**config.mk**
```make
export PLATFORM = sky130hd
export DESIGN_NAME = bsum_queue
export DESIGN_NICKNAME = d
export VERILOG_FILES = /design/src/design/bsum_pkg.sv /design/src/design/bsum_queue.sv
export SDC_FILE = /design/constraint.sdc
export NUM_CORES = 1
export LEC_CHECK = 0
export ABC_AREA = 1
export BUFFER_PORTS_ARGS = -buffer_cell sky130_fd_sc_hd__buf_2
export CORE_UTILIZATION = 45
export DETAILED_ROUTE_END_ITERATION = 10
export PLACE_DENSITY = 0.72
export SLEW_MARGIN = 40
export SYNTH_ARGS = -nofsm -noshare
export SYNTH_HDL_FRONTEND = slang
export SYNTH_SLANG_ARGS = --single-unit
```
**constraint.sdc**
```tcl
create_clock -name clock -period 3.88 [get_ports clock]
set_clock_uncertainty 0.05 [all_clocks]
set_input_delay 0.388 -clock clock [delete_from_list [all_inputs] [get_ports clock]]
set_output_delay 0.388 -clock clock [all_outputs]
set_load 0.03 [all_outputs]
```
**src/design/bsum_pkg.sv**
```systemverilog
`default_nettype none

package bsum_pkg;

   // Result field widths
   localparam int SUM_BITS = 20;

   // Configuration register widths and layout
   localparam int ROW_CNT_BITS  = 16;
   localparam int COL_CNT_BITS  = 10;
   localparam int CSR_ADDR_BITS = 3;
   localparam int CSR_DATA_BITS = 32;

   // Register indexes, taken from paddr bit 2
   localparam logic REG_ROW_COUNT    = 1'b0;
   localparam logic REG_COLUMN_COUNT = 1'b1;

   // Queue between front and back
   localparam int Q_DEPTH      = 4;
   localparam int Q_PTR_BITS   = 2;
   localparam int Q_LEVEL_BITS = 3;

   // Position class of one element, worked out by the front
   typedef struct packed {
      logic has_up1;    // a row above exists in this frame
      logic has_up2;    // two rows above exist
      logic first_col;  // leftmost column
      logic last_col;   // rightmost column
      logic last_row;   // bottom row
   } bsum_flags_type;

endpackage

`default_nettype wire

```
**src/design/bsum_queue.sv**
```systemverilog
`default_nettype none

// Short FIFO between front and back. The front only pushes when it
// has counted room, so there is no full check here.
module bsum_queue
   import bsum_pkg::*;
#(
   parameter int DATA_BITS = 48
) (
   input  wire logic                    clock,
   input  wire logic                    reset,
   input  wire logic                    push_valid,
   input  wire logic [DATA_BITS-1:0]    push_data,
   input  wire bsum_flags_type          push_flags,
   output logic      [Q_LEVEL_BITS-1:0] level,
   input  wire logic                    pop,
   output logic                         head_valid,
   output logic      [DATA_BITS-1:0]    head_data,
   output bsum_flags_type               head_flags
);

   logic [DATA_BITS-1:0]    data_ff  [Q_DEPTH];
   bsum_flags_type          flags_ff [Q_DEPTH];
   logic [Q_PTR_BITS-1:0]   wr_ptr_ff, wr_ptr_in;
   logic [Q_PTR_BITS-1:0]   rd_ptr_ff, rd_ptr_in;
   logic [Q_LEVEL_BITS-1:0] level_ff, level_in;
   logic                    do_pop;

   assign do_pop = pop & head_valid;

   always_comb begin
      wr_ptr_in = push_valid ? wr_ptr_ff + Q_PTR_BITS'(1) : wr_ptr_ff;
      rd_ptr_in = do_pop ? rd_ptr_ff + Q_PTR_BITS'(1) : rd_ptr_ff;
      level_in  = level_ff + Q_LEVEL_BITS'(push_valid) - Q_LEVEL_BITS'(do_pop);
   end

   always_ff @(posedge clock) begin
      if (reset) begin
         wr_ptr_ff <= '0;
         rd_ptr_ff <= '0;
         level_ff  <= '0;
      end else begin
         wr_ptr_ff <= wr_ptr_in;
         rd_ptr_ff <= rd_ptr_in;
         level_ff  <= level_in;
      end
      if (push_valid) begin
         data_ff[wr_ptr_ff]  <= push_data;
         flags_ff[wr_ptr_ff] <= push_flags;
      end
   end

   assign level      = level_ff;
   assign head_valid = (level_ff != '0);
   assign head_data  = data_ff[rd_ptr_ff];
   assign head_flags = flags_ff[rd_ptr_ff];

endmodule

`default_nettype wire

```
Yosys cells after proc, flatten, opt, wreduce, memory -nomap -nowiden
Memory sizes are Yosys's and may differ from the RTL's. A register that Yosys moved wholly into a read port is not among the register bits. Cells that the tools add are included.

Input port bits: 57. Logic and storage cells: 17. Memories kept: 2. Latch bits: 0. RAM bits: 212. Bits in registers: 7. ROM bits: 0.

Memories: data_ff (depth 4, width 48, rd ports 1, clocked after Yosys merged registers in 1, write ports 1, line bsum_queue.sv:22) `logic [DATA_BITS-1:0] data_ff [Q_DEPTH];`; flags_ff (depth 4, width 5, rd ports 1, clocked after Yosys merged registers in 1, write ports 1, line bsum_queue.sv:23) `bsum_flags_type flags_ff [Q_DEPTH];`.

Bitwise gates (word level): 1. Div/mod/pow operators: 0. Reduce and logical (&&, ||, !) cells: 1. Multiply operators: 0. Equality and inequality tests: 0. Mux-type cells: 6. Add/sub/neg operators: 4. Shifts and indexed selects: 0. Order comparisons: 0.

Operators with widths (count): 2-bit 2-to-1 mux (4); 2-bit by 1-bit adder with 2-bit output, second input constant (2); 3-bit by 1-bit adder with 3-bit output (1); 3-bit nonzero test (1); 3-bit by 1-bit subtractor with 3-bit output (1); 1-bit 2-to-1 mux (2); 1-bit AND (1).

Logic depth before layout (Yosys ltp)
Depth after elaboration: 4. Depth in mapped cells: 9. Gate-level depth less buffers: 9.

Worst setup path after synthesis
Ideal clock, no wire load.

Path type: register to register. Start point: reg wr_ptr_ff[0]. End point: mem data_ff[2][0] (enable). Path slack: 1800 ps. Clock period less this slack: 2080 ps. Stages on the path, launching flop included: 5. Buffers on the path: 0. Arrival time: 1623 ps. Cell sequence: dfxtp_1 -> inv_1 -> ha_1 -> nand2_1 -> inv_1.

RTL lines: start: declaration (line bsum_queue.sv:24) `logic [Q_PTR_BITS-1:0] wr_ptr_ff, wr_ptr_in;`; start signal: assignment (line bsum_queue.sv:43) `wr_ptr_ff <= wr_ptr_in;`; end: declaration (line bsum_queue.sv:22).

No word-level cell before the write port.

==> results_dict.tcl <==
set metrics [dict create \
    arrival_ns 2.42 \
    fmax_mhz 349 \
    io-pin-count 114 \
    hpwlAfterDp_mm 9.87 \
    timing.max_cap.violations 0 \
    grt_use_met1_pct 21.2 \
    regToRegSetupSlack_ns 1.84 \
    setup_viol 0 \
    rsz0062_at_grt "no" \
    ys_warn_count 0 \
    cts.htree.levels 1 \
    max_slew.worst_pin.slew_ns 0.746 \
    comb_power_share_pct 24.9 \
    path_cells "buf_4, o21ai_0, o22ai_1, buf_2" \
    port-buffer-count 113 \
    gr-usage-met2_pct 32.6 \
    status "finished clean" \
    netlist_top_cells_count "edfxtp_1 (212), o21ai_0 (98), nor2_1 (93)" \
    drtIter0Drc 304 \
    synth.avg_cell_area_um2 14.8 \
    antenna_found_initial 3 \
    drc 0 \
    ctsResizeCount 0 \
    hold_viol 0 \
    synth_top_area_cell "edfxtp_1" \
    top_usage_layer "met2" \
    final_nets 747 \
    seqPwrFrac_pct 43.6 \
    insertion_delay_ns 0.49 \
    grt_pass1_vias 5310 \
    worstReg2RegStart "wr_ptr_ff[0]" \
    cts_made_buffers 22 \
    yosysSeqAreaShare_pct 77.1 \
    die-area_um2 19400 \
    yosysTopAreaCellShare_pct 74.9 \
    ys_seq_elements 221 \
    critPathLaunchType "flop" \
    cts.sinks 221 \
    switchingPower_w 0.00210 \
    fp.dieH_um 139 \
    design_area_um2 9890 \
    cts_tree "done" \
    async_flop_share_pct 0 \
    period_share_pct 73.8 \
    post-route-min-period_ns 2.86 \
    grt_use_total_pct 17.9 \
    drive_gt1_share_pct 28.6 \
    grt_max_degree 107 \
    pre_cts_ws_ns 1.52 \
    ir_drop_mv 0.435 \
    p_int_w 0.00439 \
    syn_area_um2 8490 \
    vias 5012 \
    slowest_stage "dfxtp_4" \
    critPathCaptureType "output pin" \
    path_class "flop to output pin" \
    sw_frac_of_total_pct 32.4 \
    root_buffer "clkbuf_16" \
    std_cell_rows 49 \
    synth-edff-count 212 \
    initial_utilization_pct 46.7 \
    synth_flop_cell "edfxtp_1" \
    crit_path_max_incr_delay_ns 0.70 \
    place_area_um2 9180 \
    powerDensity_nw_per_um2 657 \
    grt_pass1_wl_mm 27.1 \
    vias_per_cell 5.40 \
    synth_cell_types 22 \
    place.gp.congestion 0.713 \
    routedWlPerCell_um 18.6 \
    utilization_pct 54.3 \
    ctsHoldBuffers 0 \
    path_clk_slew_ns 0.06 \
    final.setup.tns_ns 0 \
    max-clock-path-buffers 3 \
    p_leak_nw 3.50 \
    worstPathRequired_ns 3.44 \
    antenna_left 0 \
    area_delta_synth_final_pct 16.4 \
    core-area_um2 18200 \
    dr.pass1.iters 4 \
    pwr-share-clk_pct 31.5 \
    post_cts_buffers 0 \
    hp-class "input pin to flop" \
    timing.final.ws_setup_ns 1.02 \
    grt.overflow.total 0 \
    wl_mm 17.3 \
    hold_ws_ns 0.0242 \
    grt.met3_usage_pct 3.68 \
    worst-path-max-fanout 56 \
    ys_top_cells_by_area "edfxtp_1 (75%), o21ai_0 (5.8%), nor2_1 (4.1%)" \
    syn_inst 574 \
    worstHoldStart "reset" \
    synth_most_common_cell "edfxtp_1" \
    maxSlewViolCount 0 \
    die_x_um 139 \
    slew_headroom_pct 50.2 \
    synth_fp_nets 638 \
]
cells by family after synthesis:
kind of cell | count (synthesis) | share of synthesized area, %
flip-flops | 221 | 77.1
AO/OA/AOI/OAI | 167 | 12.1
AND/OR/NAND/NOR | 127 | 6.23
buffers and inverters | 52 | 3.46
adder cells (fa/ha/maj) | 7 | 1.12
power groups by stage:
stage,logic (W),clock network (W),registers [W]
after global placement,0.00157,0,0.00287
after global routing,0.00174,0.00218,0.00284
after CTS,0.00164,0.00209,0.00283
after floorplan,0.00123,0,0.00285
final,0.00162,0.00205,0.00283
after detailed placement,0.00163,0,0.00288
critical path, delay by kind of cell, from the launching register on:
| kind | cells | cell delay [ns] |
|---|---|---|
| buffers and inverters | 2 | 0.79 |
| DFF | 1 | 0.70 |
| AOI/OAI and AO/OA | 2 | 0.41 |
layout by cell type, fill, tap and decap left out, types with 7 or more instances in the layout:
cell type | synthesis | layout
edfxtp_1 | 212 | 212
buf_2 | 18 | 113
o21ai_0 | 98 | 98
nor2_1 | 93 | 93
o22ai_1 | 33 | 33
clkbuf_16 | 0 | 23
nor2_2 | 20 | 20
o22ai_2 | 20 | 20
inv_1 | 16 | 12
nand2_1 | 12 | 12
o21ai_1 | 10 | 10
clkinv_2 | 0 | 7
dfxtp_1 | 9 | 7
cell type report:
type	instances	area, um2
well taps	229	287
fillers	1462	8320
flip-flops and latches	221	6550
clock inverters	14	118
multi-input cells	301	1650
diodes	1	2.50
inverters	18	77.6
clock buffers	26	587
repair buffers	119	611
metal layers:
metal | wire length [um] | share of wire [%] | up-vias
li1 | - | - | 2357
met1 | 7080 | 41 | 2489
met2 | 8930 | 52 | 123
met3 | 848 | 4.9 | 39
met4 | 411 | 2.4 | 4
met5 | 25 | 0.14 | -
stage by stage:
step / power (W) / std cells
floorplan: 0.00408 / 574
global placement: 0.00444 / 888
detailed placement: 0.00451 / 888
CTS: 0.00655 / 928
global route: 0.00677 / 929
finish: 0.00649 / 929
registers in the layout, summed over array words and instances (netlist names), named ones only:
signal	flops
flags_ff	20
level	3
rd_ptr_ff	2
wr_ptr_ff	2
data_ff	192
path summary, 6_finish.rpt:
| path | end | depth (start not counted) |
|---|---|---|
| worst max-delay path | head_data[9] | 4 |
| worst min-delay path | level[0] | 2 |
| worst max register to register | data_ff[2][34] | 5 |
| worst min register to register | rd_ptr_ff[0] | 2 |
(Power assumes the default switching activity.)
