$ cat src/design/bsum_pkg.sv
`default_nettype none

package bsum_pkg;

   // Result field widths
   localparam int SUM_BITS = 20;

   // Configuration register widths and layout
   localparam int ROW_CNT_BITS  = 16;
   localparam int COL_CNT_BITS  = 10;
   localparam int CSR_ADDR_BITS = 3;
   localparam int CSR_DATA_BITS = 32;

   // Register indexes, taken from paddr bit 2
   localparam logic REG_ROW_COUNT    = 1'b0;
   localparam logic REG_COLUMN_COUNT = 1'b1;

   // Queue between front and back
   localparam int Q_DEPTH      = 4;
   localparam int Q_PTR_BITS   = 2;
   localparam int Q_LEVEL_BITS = 3;

   // Position class of one element, worked out by the front
   typedef struct packed {
      logic has_up1;    // a row above exists in this frame
      logic has_up2;    // two rows above exist
      logic first_col;  // leftmost column
      logic last_col;   // rightmost column
      logic last_row;   // bottom row
   } bsum_flags_type;

endpackage

`default_nettype wire

$ cat src/design/bsum_back.sv
`default_nettype none

// Back: 3-column window of column sums and the result register.
// Each window column holds the full 3-row sum and the lower 2-row sum.
// A popped beat shifts the window and sets up to four pending results,
// which leave one per cycle through the result register while the receiver is ready.
module bsum_back
   import bsum_pkg::*;
#(
   parameter int ELEMENT_BITS = 16
) (
   input  wire logic                        clock,
   input  wire logic                        reset,
   input  wire logic                        head_valid,
   input  wire logic [3*ELEMENT_BITS-1:0]   head_data,
   input  wire bsum_flags_type              head_flags,
   output logic                             pop,
   output logic                             rsp_valid,
   input  wire logic                        rsp_ready,
   output logic signed [SUM_BITS-1:0]       rsp_sum,
   output logic                             rsp_last,
   output logic                             rsp_eof
);

   localparam int COL_SUM_BITS = ELEMENT_BITS + 2;
   localparam int ACC_BITS     = (ELEMENT_BITS + 4 > SUM_BITS) ? ELEMENT_BITS + 4 : SUM_BITS;

   // Pending result kinds, in output order
   localparam int KIND_FULL   = 0;  // row above, column left
   localparam int KIND_RIGHT  = 1;  // row above, this column, right edge
   localparam int KIND_BOTTOM = 2;  // this row, column left, bottom edge
   localparam int KIND_CORNER = 3;  // this row, this column, bottom right
   localparam int KINDS       = 4;

   logic signed [COL_SUM_BITS-1:0] full_ff [3];
   logic signed [COL_SUM_BITS-1:0] low_ff  [3];
   logic [KINDS-1:0]               pend_ff, pend_in;
   logic                           rsp_valid_ff, rsp_valid_in;
   logic signed [SUM_BITS-1:0]     rsp_sum_ff, rsp_sum_in;
   logic                           rsp_last_ff, rsp_last_in;
   logic                           rsp_eof_ff, rsp_eof_in;

   logic signed [ELEMENT_BITS-1:0] new_x, new_a1, new_a2;
   logic signed [COL_SUM_BITS-1:0] new_full, new_low;
   logic [KINDS-1:0]               new_mask;
   logic [KINDS-1:0]               pick;
   logic [KINDS-1:0]               pend_rest;
   logic                           slot_free;
   logic                           emit;
   logic                           use_low, with_left;
   logic signed [COL_SUM_BITS-1:0] term0, term1, term2;
   logic signed [ACC_BITS-1:0]     acc;

   // Incoming column
   assign new_x    = head_data[ELEMENT_BITS-1:0];
   assign new_a1   = head_data[2*ELEMENT_BITS-1:ELEMENT_BITS];
   assign new_a2   = head_data[3*ELEMENT_BITS-1:2*ELEMENT_BITS];
   assign new_low  = COL_SUM_BITS'(new_a1) + COL_SUM_BITS'(new_x);
   assign new_full = COL_SUM_BITS'(new_a2) + new_low;

   always_comb begin
      new_mask              = '0;
      new_mask[KIND_FULL]   = head_flags.has_up1 & ~head_flags.first_col;
      new_mask[KIND_RIGHT]  = head_flags.has_up1 & head_flags.last_col;
      new_mask[KIND_BOTTOM] = head_flags.last_row & ~head_flags.first_col;
      new_mask[KIND_CORNER] = head_flags.last_row & head_flags.last_col;
   end

   // Lowest pending kind goes first
   always_comb begin
      pick = '0;
      if (pend_ff[KIND_FULL]) begin
         pick[KIND_FULL] = 1'b1;
      end else if (pend_ff[KIND_RIGHT]) begin
         pick[KIND_RIGHT] = 1'b1;
      end else if (pend_ff[KIND_BOTTOM]) begin
         pick[KIND_BOTTOM] = 1'b1;
      end else if (pend_ff[KIND_CORNER]) begin
         pick[KIND_CORNER] = 1'b1;
      end
   end

   assign slot_free = ~rsp_valid_ff | rsp_ready;
   assign emit      = slot_free & (pend_ff != '0);
   assign pend_rest = emit ? (pend_ff & ~pick) : pend_ff;
   // Window may move once the current beat's results are all out
   assign pop       = head_valid & (pend_rest == '0);
   assign pend_in   = pop ? new_mask : pend_rest;

   // Sum of the selected window part
   assign use_low   = pick[KIND_BOTTOM] | pick[KIND_CORNER];
   assign with_left = pick[KIND_FULL] | pick[KIND_BOTTOM];
   assign term0     = with_left ? (use_low ? low_ff[0] : full_ff[0]) : '0;
   assign term1     = use_low ? low_ff[1] : full_ff[1];
   assign term2     = use_low ? low_ff[2] : full_ff[2];
   assign acc       = ACC_BITS'(term0) + ACC_BITS'(term1) + ACC_BITS'(term2);

   // Result register
   always_comb begin
      rsp_valid_in = rsp_valid_ff;
      rsp_sum_in   = rsp_sum_ff;
      rsp_last_in  = rsp_last_ff;
      rsp_eof_in   = rsp_eof_ff;
      if (emit) begin
         rsp_valid_in = 1'b1;
         rsp_sum_in   = acc[SUM_BITS-1:0];
         rsp_last_in  = (pend_rest == '0);
         rsp_eof_in   = pick[KIND_CORNER];
      end else if (rsp_ready) begin
         rsp_valid_in = 1'b0;
      end
   end

   always_ff @(posedge clock) begin
      if (reset) begin
         pend_ff      <= '0;
         rsp_valid_ff <= 1'b0;
      end else begin
         pend_ff      <= pend_in;
         rsp_valid_ff <= rsp_valid_in;
      end
      rsp_sum_ff  <= rsp_sum_in;
      rsp_last_ff <= rsp_last_in;
      rsp_eof_ff  <= rsp_eof_in;
      // Window shift; left columns clear at the start of a row
      if (pop) begin
         if (head_flags.first_col) begin
            full_ff[0] <= '0;
            full_ff[1] <= '0;
            low_ff[0]  <= '0;
            low_ff[1]  <= '0;
         end else begin
            full_ff[0] <= full_ff[1];
            full_ff[1] <= full_ff[2];
            low_ff[0]  <= low_ff[1];
            low_ff[1]  <= low_ff[2];
         end
         full_ff[2] <= new_full;
         low_ff[2]  <= new_low;
      end
   end

   assign rsp_valid = rsp_valid_ff;
   assign rsp_sum   = rsp_sum_ff;
   assign rsp_last  = rsp_last_ff;
   assign rsp_eof   = rsp_eof_ff;

endmodule

`default_nettype wire

$ cat config.mk
export PLATFORM = sky130hd
export DESIGN_NAME = bsum_back
export DESIGN_NICKNAME = d
export VERILOG_FILES = /design/src/design/bsum_pkg.sv /design/src/design/bsum_back.sv
export SDC_FILE = /design/constraint.sdc
export NUM_CORES = 1
export LEC_CHECK = 0
export BUFFER_PORTS_ARGS = -buffer_cell sky130_fd_sc_hd__buf_2
export CAP_MARGIN = 20
export CORE_MARGIN = 2
export CORE_UTILIZATION = 50
export CTS_BUF_LIST = sky130_fd_sc_hd__clkbuf_16
export CTS_CLUSTER_DIAMETER = 80
export DETAILED_ROUTE_END_ITERATION = 8
export PLACE_DENSITY_LB_ADDON = 0.3
export SKIP_CTS_REPAIR_TIMING = 1
export SLEW_MARGIN = 15
export SYNTH_ARGS = -nofsm -noshare
export SYNTH_HDL_FRONTEND = slang
export SYNTH_SLANG_ARGS = --single-unit
$ cat constraint.sdc
create_clock -name clock -period 9.2 [get_ports clock]
set_input_delay 0 -clock clock [delete_from_list [all_inputs] [get_ports clock]]
set_output_delay 0 -clock clock [all_outputs]
set_load 0.01 [all_outputs]
# After elaboration in Yosys (flattened, before gate mapping)
# Memory sizes are Yosys's and may differ from the RTL's.
# Cells that the tools add are included.
# Widths: inputs -> output; s select.
# totals
reg_bits,27
latchBits,0
ramBits,108
rom_bits,0
input_bits,57
output_inout_bits,24
word_cells,58
mem_count,2
# op_classes
add_sub_neg,4
n_mul,0
div,0
magnitude_cmp,0
eq_ne,0
n_shift,0
muxes,27
bitwise_logic,17
n_reduce_logical,3
# memory_table
name,words,word_bits,read_ports,rd_clocked_by_memory_dff,write_ports,line_no,source
full_ff,3,18,3,0,3,bsum_back.sv:35,logic signed [COL_SUM_BITS-1:0] full_ff [3];
low_ff,3,18,3,0,3,bsum_back.sv:36,logic signed [COL_SUM_BITS-1:0] low_ff [3];
# ops
op,count
$mux 18,8
$add 19x18->20,1
$add 18x18->19,1
$add 16x17->18,1
$add 16x16->17,1
$mux 1,15
$mux 4,2
$or 1x1->1,7
$and 1x1->1,6
$and 4x4->4,1
$logic_not 4->1,1
$not 4->4,1
$reduce_bool 4->1,1
$mux 3,1
$mux 2,1
$not 1->1,2
$reduce_bool 2->1,1

# Longest topological paths before layout
# logic_depth
depth_word,12
ltp_mapped,18
mapped_depth_nobuf,16

# Least setup slack after synthesis
# No wires, ideal clock.
# synth_timing
kind,register to register
start,register pend_ff[2]
end,"register rsp_sum_ff[13], in the netlist rsp_sum[13] (data pin)"
t_arrival_ns,4.163
required_ns,8.940
path_slack_ns,4.778
path_stages_with_launch,19
path_cell_list,dfxtp_1 > clkbuf_1 > nor2_1 > nor3_1 > buf_2 > nand2_1 > a21o_1 > fa_1 > inv_1 > ha_1 > inv_1 > fa_1 > nor2b_4 > o31a_1 > o31a_1 > or2_1 > a221o_2 > o31ai_2 > xnor2_1
# synth_via
elab_chain_cells,8
word_cells_on_any_way,12
classes_between,add/sub: 2; mux: 8; bitwise: 2
# synth_lines
item,line_no,source
from (decl),bsum_back.sv:37,"logic [KINDS-1:0] pend_ff, pend_in;"
from (signal assigned),bsum_back.sv:119,pend_ff <= pend_in;
$mux 1,bsum_back.sv:76,end else if (pend_ff[KIND_BOTTOM]) begin
$mux 2 *,bsum_back.sv:74,end else if (pend_ff[KIND_RIGHT]) begin
$mux 3 *,bsum_back.sv:72,if (pend_ff[KIND_FULL]) begin
$or 1x1->1,bsum_back.sv:91,assign use_low = pick[KIND_BOTTOM] | pick[KIND_CORNER];
$mux 18 (2 in a row),bsum_back.sv:93,assign term0 = with_left ? (use_low ? low_ff[0] : full_ff[0]) : '0;
$add 18x18->19,bsum_back.sv:96,assign acc = ACC_BITS'(term0) + ACC_BITS'(term1) + ACC_BITS'(term2);
$add 19x18->20 *,bsum_back.sv:96,
via acc[13],bsum_back.sv:52,logic signed [ACC_BITS-1:0] acc;
to (signal assigned),bsum_back.sv:122,rsp_sum_ff <= rsp_sum_in;
to (decl),bsum_back.sv:39,"logic signed [SUM_BITS-1:0] rsp_sum_ff, rsp_sum_in;"
# The timed path passes the listed nets; every way through them passes the cells marked *.
# A chain may end at the register's enable or synchronous reset.

# Final worst setup path
# Same ends and word-level chain as after synthesis.

==> out/metrics.yaml <==
holdCritStartpoint: "head_data[0]"
drtIter0Drc: 403
fin_skew_ns: 0.0174
period_share_pct: 50.6
cellPowerDensity_nw_per_um2: 238
die-area_sq_um: 17100
post-route-min-period_ns: 4.66
grt_pass1_wl_um: 24800
synth_edf_count: 127
drc_errors: 0
ios: 81
ys_warn_count: 0
rows: 46
drv_slew: 0
diodes: 0
layout.nets: 926
root_buffer: "clkbuf_16"
synth_fa_ha_area_share_pct: 13.3
layout.area.seq_sq_um: 3910
antenna_left: 0
netlist_area_sq_um: 8010
hold_depth: 3
syn-num-nets: 835
pre_cts_slack_ns: 4.72
gp_congestion: 0.845
ys_ff_latch: 132
fin_area_sq_um: 9360
clk_path_buf_depth: 2
start_util_pct: 50.8
critPathMaxFanout: 37
startpoint_type: "flip-flop"
synth_seq_area_share_pct: 48.9
met2RoutedLength_um: 6980
fill_cells: 1296
maxCapViolations: 0
ys.flop_type: "edfxtp_1"
core_sq_um: 15800
clock_latency_ns: 0.42
rsz0062_at_grt: "false"
port_buffers: 79
routed_wirelength_um: 15000
min_to: "full_ff[0][36]"
grt_pass1_vias: 5408
place_area_sq_um: 8640
path_clk_slew_ns: 0.06
clock_sinks: 132
cts_buffers: 17
relSlewSlack_pct: 40.3
wl_met3_um: 795
cellLeakagePower_nw: 3.99
area_growth_pct: 16.9
netlist_instances: 706
synth_compound_area_share_pct: 12.0
dr.pass1.iters: 5
r2r_end: "rsp_sum[13]"
antenna_found_initial: 0
peakVddDrop_v: 0.000137
r2r-start: "pend_ff[2]"
top_layer: "met4"
via_count: 5496
worst_pin_slew_ns: 0.895
path_cells: "nor2_1 -> nor3_2 -> buf_4 -> nand2_1 -> a21o_1 -> fa_1 -> inv_1 -> ha_1 -> inv_1 -> fa_1 -> nor2b_4 -> o31a_1 -> o31a_1 -> or2_1 -> a221o_2 -> o31ai_2 -> xnor2_1"
async_reset_ff_share_pct: 0
avgRoutedWirePerCell_um: 14.6
grt_max_degree: 73
grt_use_total_pct: 18.6
slowest_stage: "dfxtp_1"
hold_viol_final: 0
status: "complete, no violations"
drt-vias-per-instance: 5.36
cts.htree.levels: 4
min_path_type: "input port to flip-flop"
synth-xor-area-share_pct: 4.37
setup_ws_ns: 4.54
r2r_cells: 17
crit_arrival_ns: 4.81
overflow: 0
hpwlAfterDp_um: 10700
ff2ff_setup_slack_ns: 4.54
setup_viol: 0
dieWidth_um: 131
multiInputGateArea_sq_um: 3840
drive_above_1_share_pct: 15.9
fin_setup_tns_ns: 0
critPathKind: "flip-flop to flip-flop"
slowest_delay_ns: 0.57
cp-end-kind: "flip-flop"
cts_tree: "yes"
fmax_mhz: 215
synth_top_family_by_area: "simple AND/OR/NAND/NOR gates"
muxShareOfSynthArea_pct: 3.89
syn_area_per_cell_sq_um: 11.3
synthSimpleGateAreaFrac_pct: 13.9
dieHeight_um: 131
required_ns: 9.36
wl_met1_um: 6920
synth.distinct_cells: 54
-- cell usage in the layout (no fill, tap or decap), drive strengths merged, types with 3 or more instances in the layout --
| master | n |
|---|---|
| xor2 | 12 |
| xnor2 | 28 |
| a31oi | 5 |
| inv | 55 |
| and3 | 5 |
| clkinv | 6 |
| and2 | 76 |
| nor2 | 22 |
| a221oi | 3 |
| o21a | 4 |
| edfxtp | 127 |
| bufinv | 3 |
| nand4 | 5 |
| nand2b | 4 |
| a2111oi | 3 |
| mux2i | 30 |
| o21bai | 7 |
| o31a | 3 |
| fa | 21 |
| nand3 | 9 |
| ha | 51 |
| o21ai | 23 |
| a21o | 33 |
| buf | 85 |
| nor2b | 10 |
| clkbuf | 17 |
| dlygate4sd3 | 9 |
| nand2 | 58 |
| a22oi | 3 |
| a211oi | 3 |
| nor3 | 13 |
| dfxtp | 5 |
| a21oi | 41 |
| o211ai | 3 |
-- power by group --
part	switching [mW]	internal, mW	total, mW
registers	0.0297	0.791	0.821
clock network	0.255	0.428	0.682
logic	0.412	0.315	0.726
-- state kept, by name, summed over array words and instances, names as in the netlist --
signal / flops
full_ff: 54
pend_ff: 4
rsp_valid: 1
rsp_last: 1
rsp_eof: 1
low_ff: 51
rsp_sum: 20
-- final cells by class --
type | count | share of cell area (%)
repair buffers | 94 | 5.75
inverters | 51 | 2.04
clock buffers | 17 | 4.54
flip-flops and latches | 132 | 41.8
clock inverters | 15 | 1.92
well taps | 216 | 2.89
multi-input cells | 501 | 41.0
-- critical path, delay by kind of cell (launching register included) --
kind	cells	cell delay [ns]
buf+inv	3	0.58
simple gates	5	0.79
xor+xnor	1	0.08
fa+ha+maj	3	0.99
compound gates	5	1.37
flops	1	0.57
-- metrics by stage --
stage | total power [mW] | std cells | utilization (%) | hold slack [ns]
final | 2.23 | 1026 | 59.4 | 0.0706
after global routing | 2.36 | 1026 | 59.4 | 0.0665
after CTS | 2.23 | 1016 | 58.6 | -0.210
after detailed placement | 1.54 | 984 | 54.8 | 0.232
after global placement | 1.51 | 984 | 54.8 | 0.214
after floorplan | 1.37 | 706 | - | 0.0691
-- kinds of logic after synthesis --
group / count (synthesis)
and+or+nand+nor: 211
buffers and inverters: 73
DFF: 132
adders and majority gates: 73
AOI/OAI and AO/OA: 146
muxes: 31
xor gates and xnor gates: 40
-- synthesized netlist by cell type (all sizes together) (2+ instances only) --
cell type	count	area, sq um
edfxtp	127	3810
and2	76	475
nand2	58	218
ha	51	638
inv	51	191
a21oi	41	205
a21o	33	248
mux2i	30	300
xnor2	28	245
o21ai	23	115
nor2	22	82.6
fa	21	420
nor3	13	65.1
xor2	12	105
buf	11	55.1
clkbuf	11	41.3
nor2b	10	72.6
nand3	9	45.0
o21bai	7	52.6
a31oi	5	31.3
and3	5	31.3
dfxtp	5	100
nand4	5	31.3
nand2b	4	25.0
o21a	4	30.0
a2111oi	3	26.3
a211oi	3	22.5
a221oi	3	26.3
a22oi	3	22.5
o211ai	3	22.5
o31a	3	26.3
a211o	2	17.5
a221o	2	21.3
a31o	2	17.5
and4	2	17.5
o22a	2	17.5
o22ai	2	12.5
or2	2	12.5
or3	2	12.5
-- metal layers --
layer  vias up  track usage, %
met5         -               0
met4         0            7.26
met3        23            4.07
met2       157            30.1
met1      2595            24.9
li1       2721               -
-- worst max path at each step --
stage	slack [ns]	cells after the start	from	end
finish	4.54	17	pend_ff[2]	rsp_sum[13]
global route	4.30	17	pend_ff[2]	rsp_sum[13]
CTS	4.66	17	pend_ff[2]	rsp_sum[13]
detailed placement	4.72	17	pend_ff[2]	rsp_sum[13]
global placement	4.81	17	pend_ff[2]	rsp_sum[13]
floorplan	4.78	18	pend_ff[2]	rsp_sum[13]
Note: power is estimated with default switching activity, not from simulation.
